## src/rtl/cpwm_pkg.sv

```systemverilog
`timescale 1ns / 1ps
// ----------------------------------------------------------------------------
// cpwm_pkg
// Shared types and constants of the charge and drive PWM regulator.
// ----------------------------------------------------------------------------
package cpwm_pkg;

    localparam int SENSE_BITS_DEF = 12;
    localparam int THRESH_BITS    = 12;
    localparam int HOLD_BITS      = 8;
    localparam int DUTY_BITS      = 6;
    localparam int TIMER_BITS     = 12;
    localparam int LEVEL_BITS     = 5;
    localparam int PWM_BITS       = 7;
    localparam int APB_ADDR_BITS  = 5;
    localparam int APB_DATA_BITS  = 32;

    // register reset values
    localparam logic [THRESH_BITS-1:0] CURRENT_LOW_RST  = 12'd70;
    localparam logic [THRESH_BITS-1:0] CURRENT_HIGH_RST = 12'd80;
    localparam logic [THRESH_BITS-1:0] BATT_FULL_RST    = 12'd1555;
    localparam logic [HOLD_BITS-1:0]   STEP_HOLD_RST    = 8'd10;
    localparam logic [DUTY_BITS-1:0]   DUTY_MAX_RST     = 6'd35;
    localparam logic [DUTY_BITS-1:0]   DUTY_MIN_RST     = 6'd10;
    localparam logic [TIMER_BITS-1:0]  FULL_TIME_RST    = 12'd2500;

    // PWM shaping
    localparam logic [PWM_BITS-1:0]   PERIOD_MOTOR   = 7'd100;
    localparam logic [PWM_BITS-1:0]   PERIOD_CHARGE  = 7'd70;
    localparam logic [PWM_BITS-1:0]   PERIOD_OFF     = 7'd0;
    localparam logic [PWM_BITS-1:0]   DUTY_LOW_BASE  = 7'd50;
    localparam logic [PWM_BITS-1:0]   DUTY_HIGH_BASE = 7'd40;
    localparam logic [LEVEL_BITS-1:0] LEVEL_KNEE     = 5'd10;

    typedef enum logic [1:0] {
        MODE_OFF    = 2'd0,
        MODE_MOTOR  = 2'd1,
        MODE_CHARGE = 2'd2
    } t_mode;

    typedef enum logic [2:0] {
        REG_CURRENT_LOW  = 3'd0,
        REG_CURRENT_HIGH = 3'd1,
        REG_BATT_FULL    = 3'd2,
        REG_STEP_HOLD    = 3'd3,
        REG_DUTY_MAX     = 3'd4,
        REG_DUTY_MIN     = 3'd5,
        REG_FULL_TIME    = 3'd6
    } t_reg_idx;

    typedef struct packed {
        logic [THRESH_BITS-1:0] current_low;
        logic [THRESH_BITS-1:0] current_high;
        logic [THRESH_BITS-1:0] battery_full_level;
        logic [HOLD_BITS-1:0]   step_hold;
        logic [DUTY_BITS-1:0]   duty_max;
        logic [DUTY_BITS-1:0]   duty_min;
        logic [TIMER_BITS-1:0]  full_time;
    } t_cfg;

    typedef struct packed {
        t_mode               drive_mode;
        logic [PWM_BITS-1:0] pwm_period;
        logic [PWM_BITS-1:0] pwm_duty;
        logic                charge_active;
        logic                charge_full;
    } t_result;

endpackage

```

## src/rtl/cpwm_ifs.sv

```systemverilog
`timescale 1ns / 1ps
// ----------------------------------------------------------------------------
// cpwm_ifs
// Valid/ready channels for tick items and PWM result items.
// ----------------------------------------------------------------------------
interface cpwm_in_if #(
    parameter int SENSE_BITS = cpwm_pkg::SENSE_BITS_DEF
) ();
    logic                              valid;
    logic                              ready;
    logic                              charger_present;
    logic [SENSE_BITS-1:0]             charge_sense;
    logic [SENSE_BITS-1:0]             battery_sense;
    logic [cpwm_pkg::LEVEL_BITS-1:0]   drive_level;

    modport source (
        output valid, charger_present, charge_sense, battery_sense, drive_level,
        input  ready
    );
    modport sink (
        input  valid, charger_present, charge_sense, battery_sense, drive_level,
        output ready
    );
endinterface

interface cpwm_out_if ();
    logic                            valid;
    logic                            ready;
    logic [1:0]                      drive_mode;
    logic [cpwm_pkg::PWM_BITS-1:0]   pwm_period;
    logic [cpwm_pkg::PWM_BITS-1:0]   pwm_duty;
    logic                            charge_active;
    logic                            charge_full;

    modport source (
        output valid, drive_mode, pwm_period, pwm_duty, charge_active, charge_full,
        input  ready
    );
    modport sink (
        input  valid, drive_mode, pwm_period, pwm_duty, charge_active, charge_full,
        output ready
    );
endinterface

```

## src/rtl/cpwm_cfg.sv

```systemverilog
`timescale 1ns / 1ps
// ----------------------------------------------------------------------------
// cpwm_cfg
// APB register file holding the regulator thresholds and timing.
// ----------------------------------------------------------------------------
module cpwm_cfg (
    input  logic                                i_clk,
    input  logic                                i_rst_n,
    input  logic                                psel,
    input  logic                                penable,
    input  logic                                pwrite,
    input  logic [cpwm_pkg::APB_ADDR_BITS-1:0]  paddr,
    input  logic [cpwm_pkg::APB_DATA_BITS-1:0]  pwdata,
    output logic [cpwm_pkg::APB_DATA_BITS-1:0]  prdata,
    output logic                                pready,
    output cpwm_pkg::t_cfg                      o_cfg
);

    cpwm_pkg::t_cfg r_cfg;
    logic           wr_en;
    logic [2:0]     reg_idx;

    assign pready  = 1'b1;
    assign wr_en   = psel && penable && pwrite;
    assign reg_idx = paddr[4:2];
    assign o_cfg   = r_cfg;

    always_ff @(posedge i_clk) begin
        if (!i_rst_n) begin
            r_cfg.current_low        <= cpwm_pkg::CURRENT_LOW_RST;
            r_cfg.current_high       <= cpwm_pkg::CURRENT_HIGH_RST;
            r_cfg.battery_full_level <= cpwm_pkg::BATT_FULL_RST;
            r_cfg.step_hold          <= cpwm_pkg::STEP_HOLD_RST;
            r_cfg.duty_max           <= cpwm_pkg::DUTY_MAX_RST;
            r_cfg.duty_min           <= cpwm_pkg::DUTY_MIN_RST;
            r_cfg.full_time          <= cpwm_pkg::FULL_TIME_RST;
        end else if (wr_en) begin
            unique case (reg_idx)
                cpwm_pkg::REG_CURRENT_LOW:
                    r_cfg.current_low <= pwdata[cpwm_pkg::THRESH_BITS-1:0];
                cpwm_pkg::REG_CURRENT_HIGH:
                    r_cfg.current_high <= pwdata[cpwm_pkg::THRESH_BITS-1:0];
                cpwm_pkg::REG_BATT_FULL:
                    r_cfg.battery_full_level <= pwdata[cpwm_pkg::THRESH_BITS-1:0];
                cpwm_pkg::REG_STEP_HOLD:
                    r_cfg.step_hold <= pwdata[cpwm_pkg::HOLD_BITS-1:0];
                cpwm_pkg::REG_DUTY_MAX:
                    r_cfg.duty_max <= pwdata[cpwm_pkg::DUTY_BITS-1:0];
                cpwm_pkg::REG_DUTY_MIN:
                    r_cfg.duty_min <= pwdata[cpwm_pkg::DUTY_BITS-1:0];
                cpwm_pkg::REG_FULL_TIME:
                    r_cfg.full_time <= pwdata[cpwm_pkg::TIMER_BITS-1:0];
                default: ;  // unmapped: drop
            endcase
        end
    end

    always_comb begin
        unique case (reg_idx)
            cpwm_pkg::REG_CURRENT_LOW:
                prdata = cpwm_pkg::APB_DATA_BITS'(r_cfg.current_low);
            cpwm_pkg::REG_CURRENT_HIGH:
                prdata = cpwm_pkg::APB_DATA_BITS'(r_cfg.current_high);
            cpwm_pkg::REG_BATT_FULL:
                prdata = cpwm_pkg::APB_DATA_BITS'(r_cfg.battery_full_level);
            cpwm_pkg::REG_STEP_HOLD:
                prdata = cpwm_pkg::APB_DATA_BITS'(r_cfg.step_hold);
            cpwm_pkg::REG_DUTY_MAX:
                prdata = cpwm_pkg::APB_DATA_BITS'(r_cfg.duty_max);
            cpwm_pkg::REG_DUTY_MIN:
                prdata = cpwm_pkg::APB_DATA_BITS'(r_cfg.duty_min);
            cpwm_pkg::REG_FULL_TIME:
                prdata = cpwm_pkg::APB_DATA_BITS'(r_cfg.full_time);
            default:
                prdata = '0;
        endcase
    end

endmodule

```

## src/rtl/cpwm_core.sv

```systemverilog
`timescale 1ns / 1ps
// ----------------------------------------------------------------------------
// cpwm_core
// Charger state, duty regulator and PWM selection for one tick item.
// ----------------------------------------------------------------------------
module cpwm_core #(
    parameter int SENSE_BITS = cpwm_pkg::SENSE_BITS_DEF
) (
    input  logic                              i_clk,
    input  logic                              i_rst_n,
    input  cpwm_pkg::t_cfg                    i_cfg,
    input  logic                              i_advance,
    input  logic                              i_present,
    input  logic [SENSE_BITS-1:0]             i_csense,
    input  logic [SENSE_BITS-1:0]             i_bsense,
    input  logic [cpwm_pkg::LEVEL_BITS-1:0]   i_level,
    output cpwm_pkg::t_result                 o_res
);

    localparam int CmpBits = (SENSE_BITS > cpwm_pkg::THRESH_BITS) ?
                             SENSE_BITS : cpwm_pkg::THRESH_BITS;
    localparam int HB = cpwm_pkg::HOLD_BITS;
    localparam int DB = cpwm_pkg::DUTY_BITS;
    localparam int TB = cpwm_pkg::TIMER_BITS;
    localparam int PB = cpwm_pkg::PWM_BITS;

    logic                  r_charging, r_full;
    logic [DB-1:0]         r_duty;
    logic [HB-1:0]         r_raise_hold, r_lower_hold;
    logic [TB-1:0]         r_timer;
    logic [SENSE_BITS-1:0] r_held_c, r_held_b;

    logic                  n_charging, n_full;
    logic [DB-1:0]         n_duty;
    logic [HB-1:0]         n_raise_hold, n_lower_hold;
    logic [TB-1:0]         n_timer;

    logic [CmpBits-1:0]    held_c, held_b, cur_low, cur_high, full_lvl, bsense;
    logic                  batt_over, raise_c, lower_c, raise_step, lower_step;
    logic                  charge_tick, new_over, timer_done;
    logic [HB-1:0]         raise_inc, lower_inc;
    logic [DB-1:0]         duty_up, duty_dn;
    logic [TB:0]           timer_inc;
    logic [PB-1:0]         motor_duty;

    always_comb begin
        held_c   = CmpBits'(r_held_c);
        held_b   = CmpBits'(r_held_b);
        bsense   = CmpBits'(i_bsense);
        cur_low  = CmpBits'(i_cfg.current_low);
        cur_high = CmpBits'(i_cfg.current_high);
        full_lvl = CmpBits'(i_cfg.battery_full_level);

        // regulator works on the samples held from the previous tick
        batt_over  = held_b > full_lvl;
        raise_c    = (held_c < cur_low) && !batt_over;
        lower_c    = (held_c > cur_high) || batt_over;
        raise_inc  = r_raise_hold + 1'b1;
        lower_inc  = r_lower_hold + 1'b1;
        raise_step = raise_c && (raise_inc > i_cfg.step_hold) && (r_duty < i_cfg.duty_max);
        duty_up    = raise_step ? r_duty + 1'b1 : r_duty;
        lower_step = lower_c && (lower_inc > i_cfg.step_hold) && (duty_up > i_cfg.duty_min);
        duty_dn    = lower_step ? duty_up - 1'b1 : duty_up;

        charge_tick = (i_level == '0) && r_charging && !r_full;

        new_over   = bsense > full_lvl;
        timer_inc  = {1'b0, r_timer} + 1'b1;
        timer_done = timer_inc > {1'b0, i_cfg.full_time};

        n_raise_hold = r_raise_hold;
        n_lower_hold = r_lower_hold;
        n_duty       = r_duty;
        if (charge_tick) begin
            n_raise_hold = (raise_c && !raise_step) ? raise_inc : '0;
            n_lower_hold = (lower_c && !lower_step) ? lower_inc : '0;
            n_duty       = duty_dn;
        end

        if (i_present) begin
            n_charging = 1'b1;
            n_full     = r_full;
            if (!new_over) begin
                n_timer = '0;
            end else if (timer_done) begin
                n_timer = '0;
                n_full  = 1'b1;
            end else begin
                n_timer = timer_inc[TB-1:0];
            end
        end else begin
            // unplugged: drop charge state
            n_charging = 1'b0;
            n_full     = 1'b0;
            n_timer    = '0;
            n_duty     = '0;
        end

        motor_duty = (i_level <= cpwm_pkg::LEVEL_KNEE) ?
                     cpwm_pkg::DUTY_LOW_BASE + PB'(i_level) :
                     cpwm_pkg::DUTY_HIGH_BASE + PB'({i_level, 1'b0});

        if (i_level != '0) begin
            o_res.drive_mode = cpwm_pkg::MODE_MOTOR;
            o_res.pwm_period = cpwm_pkg::PERIOD_MOTOR;
            o_res.pwm_duty   = motor_duty;
        end else if (charge_tick) begin
            o_res.drive_mode = cpwm_pkg::MODE_CHARGE;
            o_res.pwm_period = cpwm_pkg::PERIOD_CHARGE;
            o_res.pwm_duty   = PB'(duty_dn);
        end else begin
            o_res.drive_mode = cpwm_pkg::MODE_OFF;
            o_res.pwm_period = cpwm_pkg::PERIOD_OFF;
            o_res.pwm_duty   = '0;
        end
        o_res.charge_active = n_charging;
        o_res.charge_full   = n_full;
    end

    always_ff @(posedge i_clk) begin
        if (!i_rst_n) begin
            r_charging   <= 1'b0;
            r_full       <= 1'b0;
            r_duty       <= '0;
            r_raise_hold <= '0;
            r_lower_hold <= '0;
            r_timer      <= '0;
            r_held_c     <= '0;
            r_held_b     <= '0;
        end else if (i_advance) begin
            r_charging   <= n_charging;
            r_full       <= n_full;
            r_duty       <= n_duty;
            r_raise_hold <= n_raise_hold;
            r_lower_hold <= n_lower_hold;
            r_timer      <= n_timer;
            r_held_b     <= i_bsense;
            if (i_present) begin
                r_held_c <= i_csense;
            end
        end
    end

endmodule

```

## src/rtl/charge_and_drive_pwm_regulator_top.sv

```systemverilog
`timescale 1ns / 1ps
// ----------------------------------------------------------------------------
// charge_and_drive_pwm_regulator_top
// One tick item in, one PWM result item out: motor drive or charge regulation.
// ----------------------------------------------------------------------------
// Usage:
//   i_item carries one control tick (charger presence, charge and battery
//   samples, drive level) on a valid/ready channel. o_res returns one item
//   per tick: drive mode, PWM period and duty, charging and full flags.
//   Thresholds and timing sit in seven APB registers at byte addresses 4*i;
//   write them only while no item is in flight.
// Path: the result item is valid on o_res once its tick has passed the input
//   register and the result register; a stall on o_res holds it back.
// Throughput: one item per cycle while o_res is not stalled. The tick goes
//   through an input register, one pass of compare/count logic that also
//   updates the charger state, and a result register.
// Reset: synchronous, active low; clears the valid flags of both pipeline
//   registers, the charger state and held samples, and loads the register
//   defaults.
// Stall: while o_res is held off, the result register holds; one more item
//   waits in the input register, then i_item.ready drops.
// ----------------------------------------------------------------------------
module charge_and_drive_pwm_regulator_top #(
    parameter int SENSE_BITS = cpwm_pkg::SENSE_BITS_DEF
) (
    input  logic                                i_clk,
    input  logic                                i_rst_n,
    cpwm_in_if.sink                             i_item,
    cpwm_out_if.source                          o_res,
    input  logic                                psel,
    input  logic                                penable,
    input  logic                                pwrite,
    input  logic [cpwm_pkg::APB_ADDR_BITS-1:0]  paddr,
    input  logic [cpwm_pkg::APB_DATA_BITS-1:0]  pwdata,
    output logic [cpwm_pkg::APB_DATA_BITS-1:0]  prdata,
    output logic                                pready
);

    cpwm_pkg::t_cfg     cfg;
    cpwm_pkg::t_result  core_res;
    cpwm_pkg::t_result  r_out;

    logic                              r_in_valid, r_out_valid;
    logic                              r_in_present;
    logic [SENSE_BITS-1:0]             r_in_csense, r_in_bsense;
    logic [cpwm_pkg::LEVEL_BITS-1:0]   r_in_level;
    logic                              advance, in_fire;

    assign advance      = r_in_valid && (!r_out_valid || o_res.ready);
    assign i_item.ready = !r_in_valid || advance;
    assign in_fire      = i_item.valid && i_item.ready;

    cpwm_cfg u_cfg (
        .i_clk   (i_clk),
        .i_rst_n (i_rst_n),
        .psel    (psel),
        .penable (penable),
        .pwrite  (pwrite),
        .paddr   (paddr),
        .pwdata  (pwdata),
        .prdata  (prdata),
        .pready  (pready),
        .o_cfg   (cfg)
    );

    cpwm_core #(
        .SENSE_BITS (SENSE_BITS)
    ) u_core (
        .i_clk     (i_clk),
        .i_rst_n   (i_rst_n),
        .i_cfg     (cfg),
        .i_advance (advance),
        .i_present (r_in_present),
        .i_csense  (r_in_csense),
        .i_bsense  (r_in_bsense),
        .i_level   (r_in_level),
        .o_res     (core_res)
    );

    always_ff @(posedge i_clk) begin
        if (!i_rst_n) begin
            r_in_valid  <= 1'b0;
            r_out_valid <= 1'b0;
        end else begin
            if (i_item.ready) begin
                r_in_valid <= i_item.valid;
            end
            if (advance) begin
                r_out_valid <= 1'b1;
            end else if (o_res.ready) begin
                r_out_valid <= 1'b0;
            end
        end
    end

    always_ff @(posedge i_clk) begin
        if (in_fire) begin
            r_in_present <= i_item.charger_present;
            r_in_csense  <= i_item.charge_sense;
            r_in_bsense  <= i_item.battery_sense;
            r_in_level   <= i_item.drive_level;
        end
        if (advance) begin
            r_out <= core_res;
        end
    end

    assign o_res.valid         = r_out_valid;
    assign o_res.drive_mode    = r_out.drive_mode;
    assign o_res.pwm_period    = r_out.pwm_period;
    assign o_res.pwm_duty      = r_out.pwm_duty;
    assign o_res.charge_active = r_out.charge_active;
    assign o_res.charge_full   = r_out.charge_full;

`ifndef NO_ASSERTIONS
    // full can only be reported while charging
    a_full_needs_active: assert property (@(posedge i_clk) disable iff (!i_rst_n)
        r_out_valid |-> (!r_out.charge_full || r_out.charge_active))
        else $error("charge_full without charge_active");

    // a waiting item stays put while the result side is stalled
    a_hold_in_item: assert property (@(posedge i_clk) disable iff (!i_rst_n)
        (r_in_valid && r_out_valid && !o_res.ready) |=> r_in_valid)
        else $error("input item dropped under stall");

    // charge drive only after a tick that left charging set
    a_charge_mode: assert property (@(posedge i_clk) disable iff (!i_rst_n)
        (advance && core_res.drive_mode == cpwm_pkg::MODE_CHARGE)
        |-> (r_in_level == '0 && core_res.pwm_period == cpwm_pkg::PERIOD_CHARGE))
        else $error("charge mode with bad level or period");
`endif

endmodule
```

## src/flat_wrapper.sv

```systemverilog
// flat-port wrapper written by rule: the top's interface ports become plain ports
module charge_and_drive_pwm_regulator_top_flat 
#(
    parameter int SENSE_BITS = cpwm_pkg::SENSE_BITS_DEF
)
  (i_clk, i_rst_n, psel, penable, pwrite, paddr, pwdata, prdata, pready, i_item_valid, i_item_charger_present, i_item_charge_sense, i_item_battery_sense, i_item_drive_level, i_item_ready, o_res_valid, o_res_drive_mode, o_res_pwm_period, o_res_pwm_duty, o_res_charge_active, o_res_charge_full, o_res_ready);
  cpwm_in_if #(.SENSE_BITS(SENSE_BITS)) i_item_i ();
  cpwm_out_if o_res_i ();
  input  logic i_clk;
  input  logic i_rst_n;
  input  logic psel;
  input  logic penable;
  input  logic pwrite;
  input  logic [cpwm_pkg::APB_ADDR_BITS-1:0] paddr;
  input  logic [cpwm_pkg::APB_DATA_BITS-1:0] pwdata;
  output logic [cpwm_pkg::APB_DATA_BITS-1:0] prdata;
  output logic pready;
  input wire logic [$bits(i_item_i.valid)-1:0] i_item_valid;
  input wire logic [$bits(i_item_i.charger_present)-1:0] i_item_charger_present;
  input wire logic [$bits(i_item_i.charge_sense)-1:0] i_item_charge_sense;
  input wire logic [$bits(i_item_i.battery_sense)-1:0] i_item_battery_sense;
  input wire logic [$bits(i_item_i.drive_level)-1:0] i_item_drive_level;
  output wire logic [$bits(i_item_i.ready)-1:0] i_item_ready;
  output wire logic [$bits(o_res_i.valid)-1:0] o_res_valid;
  output wire logic [$bits(o_res_i.drive_mode)-1:0] o_res_drive_mode;
  output wire logic [$bits(o_res_i.pwm_period)-1:0] o_res_pwm_period;
  output wire logic [$bits(o_res_i.pwm_duty)-1:0] o_res_pwm_duty;
  output wire logic [$bits(o_res_i.charge_active)-1:0] o_res_charge_active;
  output wire logic [$bits(o_res_i.charge_full)-1:0] o_res_charge_full;
  input wire logic [$bits(o_res_i.ready)-1:0] o_res_ready;
  assign i_item_i.valid = i_item_valid;
  assign i_item_i.charger_present = i_item_charger_present;
  assign i_item_i.charge_sense = i_item_charge_sense;
  assign i_item_i.battery_sense = i_item_battery_sense;
  assign i_item_i.drive_level = i_item_drive_level;
  assign i_item_ready = i_item_i.ready;
  assign o_res_valid = o_res_i.valid;
  assign o_res_drive_mode = o_res_i.drive_mode;
  assign o_res_pwm_period = o_res_i.pwm_period;
  assign o_res_pwm_duty = o_res_i.pwm_duty;
  assign o_res_charge_active = o_res_i.charge_active;
  assign o_res_charge_full = o_res_i.charge_full;
  assign o_res_i.ready = o_res_ready;
  charge_and_drive_pwm_regulator_top #(.SENSE_BITS(SENSE_BITS)) u_core (.i_clk(i_clk), .i_rst_n(i_rst_n), .i_item(i_item_i), .o_res(o_res_i), .psel(psel), .penable(penable), .pwrite(pwrite), .paddr(paddr), .pwdata(pwdata), .prdata(prdata), .pready(pready));
endmodule
```

## config.mk

```make
export PLATFORM = sky130hd
export DESIGN_NAME = charge_and_drive_pwm_regulator_top_flat
export DESIGN_NICKNAME = d
export VERILOG_FILES = /design/src/rtl/cpwm_pkg.sv /design/src/rtl/cpwm_ifs.sv /design/src/rtl/cpwm_cfg.sv /design/src/rtl/cpwm_core.sv /design/src/rtl/charge_and_drive_pwm_regulator_top.sv /design/src/flat_wrapper.sv
export SDC_FILE = /design/constraint.sdc
export NUM_CORES = 1
export LEC_CHECK = 0
export BUFFER_PORTS_ARGS = -buffer_cell sky130_fd_sc_hd__buf_2
export CORE_MARGIN = 8
export CORE_UTILIZATION = 64
export DETAILED_ROUTE_END_ITERATION = 7
export PLACE_DENSITY = 0.86
export SLEW_MARGIN = 20
export SYNTH_ARGS = -nofsm -noshare
export SYNTH_HDL_FRONTEND = slang
export SYNTH_HIERARCHICAL = 1
export SYNTH_SLANG_ARGS = --single-unit
```

## constraint.sdc

```tcl
create_clock -name i_clk -period 7.35 [get_ports i_clk]
set_input_delay 0.735 -clock i_clk [delete_from_list [all_inputs] [get_ports i_clk]]
set_output_delay 0.735 -clock i_clk [all_outputs]
set_load 0.05 [all_outputs]
```

# --- Word-level counts from Yosys, hierarchy flattened ---
# Index checks and enable logic that the tools add are counted.
word_totals:
  register_bits: 178
  word_cells: 105
  latchBits: 0
  mem_bits_rw: 0
  romBits: 0
  mem_count: 0
op_classes:
  n_lt_le_gt_ge: 10
  addsub: 7
  mul: 0
  n_mux: 19
  n_bitwise: 0
  eq_ne: 7
  shift: 0
  n_div: 0
  n_reduce_logical: 36
op_table:
  columns: ["operator", "count"]
  rows:
  - ["12-bit one-hot mux with 7 select lines", 1]
  - ["12-bit greater-than comparator", 3]
  - ["12-bit 2-to-1 mux", 3]
  - ["6-bit 2-to-1 mux", 4]
  - ["2-bit AND reduction", 10]
  - ["8-bit by 1-bit adder with 8-bit output, second input constant", 2]
  - ["8-bit greater-than comparator", 2]
  - ["16-bit 2-to-1 mux", 1]
  - ["8-bit 2-to-1 mux", 2]
  - ["7-bit 2-to-1 mux", 2]
  - ["12-bit by 1-bit adder with 13-bit output, second input constant", 1]
  - ["13-bit by 12-bit greater-than comparator with 1-bit output", 1]
  - ["1-bit logical AND", 13]
  - ["12-bit < comparator", 1]
  - ["3-bit == test, second input constant", 3]
  - ["6-bit by 5-bit adder with 7-bit output, first input constant", 1]
  - ["6-bit by 6-bit adder with 7-bit output, first input constant", 1]
  - ["6-bit by 1-bit adder with 6-bit output, second input constant", 1]
  - ["3-bit by 2-bit == test with 1-bit output, second input constant", 2]
  - ["6-bit greater-than comparator", 1]
  - ["1-bit logical NOT", 6]
  - ["6-bit < comparator", 1]
  - ["1-bit 2-to-1 mux", 6]
  - ["6-bit by 1-bit subtractor with 6-bit output, second input constant", 1]
  - ["other kinds (8)", 10]

# --- Depth between registers and ports, before layout ---
depth:
  word_depth: 11
  depth_mapped: 23
  depth_no_buf: 22

# --- By module ---
# Netlist, hierarchy kept.
by_module_without_submodules:
  columns: ["module", "area_per_inst_um2", "n_inst", "cells_each"]
  rows:
  - ["cpwm_core", 5296.3, 1, 666]
  - ["cpwm_cfg", 3492.1, 1, 378]
  - ["charge_and_drive_pwm_regulator_top", 1545.2, 1, 57]

# --- Worst setup path before layout ---
# OpenSTA, ideal clock, no wires.
synth_timing:
  path_kind: "reg-to-reg"
  from: "register u_core.u_core.r_raise_hold[0]"
  to: "register u_core.u_core.r_lower_hold[3]"
  period_less_slack_ps: 4374
  t_arrival_ps: 4316
  required_time_ps: 7292
  n_path_buf: 1
  setup_slack_ps: 2976
  path_stages_with_launch: 24
  path_cell_list: "dfxtp_1 > ha_1 > nand3_1 > nor2_1 > xor2_1 > ha_1 > nand4_1 > o22ai_1 > a211oi_2 > o21ai_2 > nor3_1 > nand2_1 > xor2_1 > inv_1 > ha_1 > nor2b_1 > o31ai_1 > maj3_2 > o221ai_2 > and2_1 > buf_4 > nor3_2 > a21boi_0 > a21o_1"
synth_via:
  elab_chain_len: 10
synth_lines:
  columns: ["item", "line_no", "rtl"]
  rows:
  - ["from (decl)", "cpwm_core.sv:29", "logic [HB-1:0] r_raise_hold, r_lower_hold;"]
  - ["from (signal assigned)", "cpwm_core.sv:134", "r_raise_hold <= n_raise_hold;"]
  - ["8-bit by 1-bit adder with 8-bit output", "cpwm_core.sv:58", "raise_inc = r_raise_hold + 1'b1;"]
  - ["8-bit greater-than comparator", "cpwm_core.sv:60", "raise_step = raise_c && (raise_inc > i_cfg.step_hold) && (r_duty < i_cfg.duty_max);"]
  - ["1-bit logical AND (2 in a row)", "cpwm_core.sv:60", null]
  - ["6-bit 2-to-1 mux", "cpwm_core.sv:61", "duty_up = raise_step ? r_duty + 1'b1 : r_duty;"]
  - ["6-bit greater-than comparator", "cpwm_core.sv:62", "lower_step = lower_c && (lower_inc > i_cfg.step_hold) && (duty_up > i_cfg.duty_min);"]
  - ["1-bit logical AND", "cpwm_core.sv:62", null]
  - ["1-bit logical NOT", "cpwm_core.sv:76", "n_lower_hold = (lower_c && !lower_step) ? lower_inc : '0;"]
  - ["1-bit logical AND", "cpwm_core.sv:76", null]
  - ["8-bit 2-to-1 mux", "cpwm_core.sv:76", null]
  - ["to (signal assigned)", "cpwm_core.sv:135", "r_lower_hold <= n_lower_hold;"]
  - ["to (decl)", "cpwm_core.sv:29", null]
# No other way between the ends.
# A chain may end at the register's enable or synchronous reset.

# --- Worst setup path in the final report ---
# Ends and elaborated chain as after synthesis.

==> results.tsv <==
stage	metric	value	unit
cells_and_area	seqCellArea	0.00404	sq mm
cells_and_area	multiInputGateArea	0.00557	sq mm
placement	dp_hpwl	18500	um
cts	clk_pin_slew_worst_paths	0.07	ns
die	die_w	143	um
setup_path	path_class	register to register	
synthesis	async_reset_ff_share	0	%
global_route	antenna_found_initial	0	
sta	fin_crit_sh	68.8	%
routing	wl_per_cell	18.4	um
synthesis	synth_edf_count	48	
setup_path	crit_buf_inv	1	
setup_path	cp_max_fo	7	
cts	ctsHtreeMaxLevel	4	
sta	setup_tns	0	ns
routing	vias	8388	
cells_and_area	fin_util	71.1	%
synthesis	synth.distinct_cells	76	
routing	viasPerCell	6.05	
placement	portBuffers	83	
sta	rsz0062_at_grt	false	
sta	worst_pin_slew	1.04	ns
global_route	track_usage	25.2	%
die	dieArea	0.0205	sq mm
routing	ant_nets	0	
power	max-vdd-ir-drop	0.177	mV
power	leakage	0.00512	uW
cts	clk_latency	0.43	ns
die	initial_utilization	65.3	%
die	fp.dieH	143	um
setup_path	crit_chain	ha_1 > nand3_1 > nor2_1 > xor2_1 > ha_1 > nand4_1 > o22ai_1 > a211oi_2 > o21ai_2 > nor3_1 > nand2_1 > xor2_1 > inv_1 > ha_1 > nor2b_1 > o31ai_1 > maj3_2 > o221ai_2 > and2_1 > nor3_2 > a21boi_0 > a21o_1	
setup_path	max_stage_delay	0.41	ns
routing	drt_iter0_markers	746	
cts	clock_sinks	178	
setup_path	crit_arrival	5.44	ns
routing	first_pass_iters	7	
routing	drc_errors	0	
setup_path	cp_slowest_cell	dfxtp_1	
cts	cts_buffers	17	
routing	route.final.wire_length	25500	um
placement	place_ws	2.39	ns
cts	post-cts-setup-buffers	0	
setup_path	crit_top_cell	ha_1	
synthesis	synth_area_per_cell	9.39	sq um
die	core.rowCount	46	
synthesis	syn_inst	1101	
cells_and_area	drive_gt1_share	12.7	%
sta	fmax	0.198	GHz
setup_path	crit_path_end_kind	register	
status	outcome	finished clean	
setup_path	critPathRequiredTime	7.73	ns
sta	worst_slack	2.30	ns
cts	cts_hold_buf	0	
cts	cts_resized	0	
job	maxCapViolCount	0	
synthesis	synth_ff_type	dfxtp_1	
sta	slew_viol_final	0	
cts	clockBufferDepth	2	
cts	root_buffer	clkbuf_16	
power	power_density	191	mW/mm^2
sta	setup_viol	0	
setup_path	path_delay_family	simple AND/OR/NAND/NOR gates	
die	io_pins	127	
sta	hold_violations	0	
synthesis	syn_area	0.0103	sq mm
setup_path	cp-start-kind	register	
cells_and_area	antenna_cells	0	
sta	finalCriticalPeriod	5.05	ns
cells_and_area	area_growth	8.94	%
placement	place_congestion	0.899	
sta	clock_skew	0.00656	ns
global_route	grt_pass1_vias	8222	
cells_and_area	fin_cells	1386	
sta	relSlewSlack	30.8	%
synthesis	ys_warn_count	6	
global_route	grt_pass1_wl	40800	um
min_path	min-delay-path-class	input pin to register	
synthesis	synth-seq-cells	178	
cells_and_area	nets	1326	
global_route	grt_max_degree	69	
cells_and_area	fillers	1142	
placement	place_inst	1354	
global_route	grt_overflow_total	0	
die	coreArea	0.0158	sq mm
cts	tritoncts	built	
synthesis	ys_seq_area_share	39.1	%
## metrics by stage
stage / power, uW / hold slack, ns / cell area, sq um
3_5_place_dp: 1300 / 0.468 / 10700
5_1_grt: 2220 / 0.453 / 11300
6_report: 2150 / 0.472 / 11300
4_1_cts: 2160 / 0.460 / 11300
3_3_place_gp: 1290 / 0.460 / 10700
2_1_floorplan: 1250 / 0.443 / 10400
## cells in the mapped netlist (all sizes together), types with 10 or more instances
cell | instances | area [sq um]
mux2i | 86 | 861
nor2b | 16 | 110
ha | 95 | 1190
edfxtp | 48 | 1440
a21oi | 57 | 285
nor3 | 17 | 113
nand2b | 18 | 113
dfxtp | 130 | 2600
nor2 | 55 | 240
o21ai | 42 | 214
clkbuf | 21 | 78.8
o211ai | 10 | 75.1
nand2 | 117 | 447
nand3 | 51 | 255
inv | 97 | 364
buf | 50 | 373
xor2 | 17 | 149
xnor2 | 18 | 158
a21o | 24 | 180
nand4 | 23 | 150
and3 | 12 | 75.1
## cells in the final DEF (no fill, tap or decap), types with 5 or more instances in the layout
master | Yosys | final
inv_1 | 97 | 97
conb_1 | 3 | 24
xnor2_1 | 18 | 18
nor3_1 | 14 | 14
nor2_1 | 51 | 51
o211a_1 | 5 | 5
a22oi_1 | 5 | 5
edfxtp_1 | 48 | 48
o211ai_1 | 10 | 10
dfxtp_1 | 130 | 130
ha_1 | 95 | 95
o21ai_0 | 41 | 41
nor3b_1 | 5 | 5
nor2b_1 | 14 | 13
nand4_1 | 22 | 22
a21o_1 | 24 | 24
nand2b_1 | 18 | 18
clkbuf_16 | 0 | 17
a2bb2oi_1 | 5 | 5
a21oi_1 | 57 | 56
and3_1 | 12 | 12
nand2_1 | 114 | 114
buf_2 | 7 | 83
nand3_1 | 51 | 51
a22o_1 | 8 | 8
or3_1 | 5 | 5
o22ai_1 | 6 | 6
mux2i_1 | 86 | 86
xor2_1 | 17 | 17
## registers in the layout (all words and copies together), names as in the netlist, 8 cells and up
| name | cells |
|---|---|
| u_core/u_core/r_raise_hold | 8 |
| u_core/u_core/held_c | 12 |
| u_core/u_core/r_lower_hold | 8 |
| u_core/u_core/held_b | 12 |
| u_core/r_in_csense | 12 |
| u_core/r_in_bsense | 12 |
| u_core/u_core/r_timer | 12 |
| u_core/u_cfg/o_cfg | 68 |
## metal layers
metal	global-route usage (%)	vias up	share of wire (%)
met1	29.1	3958	40
met2	43.7	396	49
li1	-	3955	-
met3	5.11	79	7.7
met5	0	-	0
met4	12.5	0	4.1
## area by class of cell
cell class	instances	area share, %
clock inverters	12	0.934
flip-flops and latches	178	35.9
inverters	98	3.27
repair buffers	87	3.96
multi-input cells	775	49.5
well taps	216	2.40
clock buffers	20	4.06
## worst paths after layout
| check | start | to | slack (ns) | depth (start not counted) |
|---|---|---|---|---|
| hold / removal | i_item_battery_sense[8] | u_core/r_in_bsense[8] | 0.47 | 1 |
| setup reg to reg | u_core/u_core/r_raise_hold[0] | u_core/u_core/r_lower_hold[3] | 2.30 | 22 |
| hold reg to reg | u_core/u_cfg/o_cfg[66] | u_core/u_cfg/o_cfg[66] | 0.48 | 2 |
| setup / recovery | u_core/u_core/r_raise_hold[0] | u_core/u_core/r_lower_hold[3] | 2.30 | 22 |
## cell families (layout without fill, tap and decap cells)
kind of cell,count (synthesis),count (layout),synth area share [%]
other,3,24,0.109
AND/OR/NAND/NOR,333,333,16.5
multiplexers,88,88,8.55
adder cells (fa/ha/maj),96,96,11.6
XOR/XNOR,36,36,3.18
buffers and inverters,169,217,7.93
AO/OA/AOI/OAI,198,198,13.0
flip-flops,178,178,39.1
## worst reg2reg max path: cells and delay by family, from the launching register on
kind,cells,cell delay (ns)
compound gates,7,1.22
fa+ha+maj,4,1.00
buf+inv,1,0.12
flops,1,0.41
xor+xnor,2,0.46
simple gates,8,1.81
## power by group
part / leakage, uW / switching, uW / internal [uW]
clock network: 0.000279 / 384 / 485
logic: 0.00334 / 167 / 67.1
registers: 0.00150 / 15.5 / 1030
total: 0.00512 / 567 / 1590
Note: power is estimated with default switching activity, not from simulation.
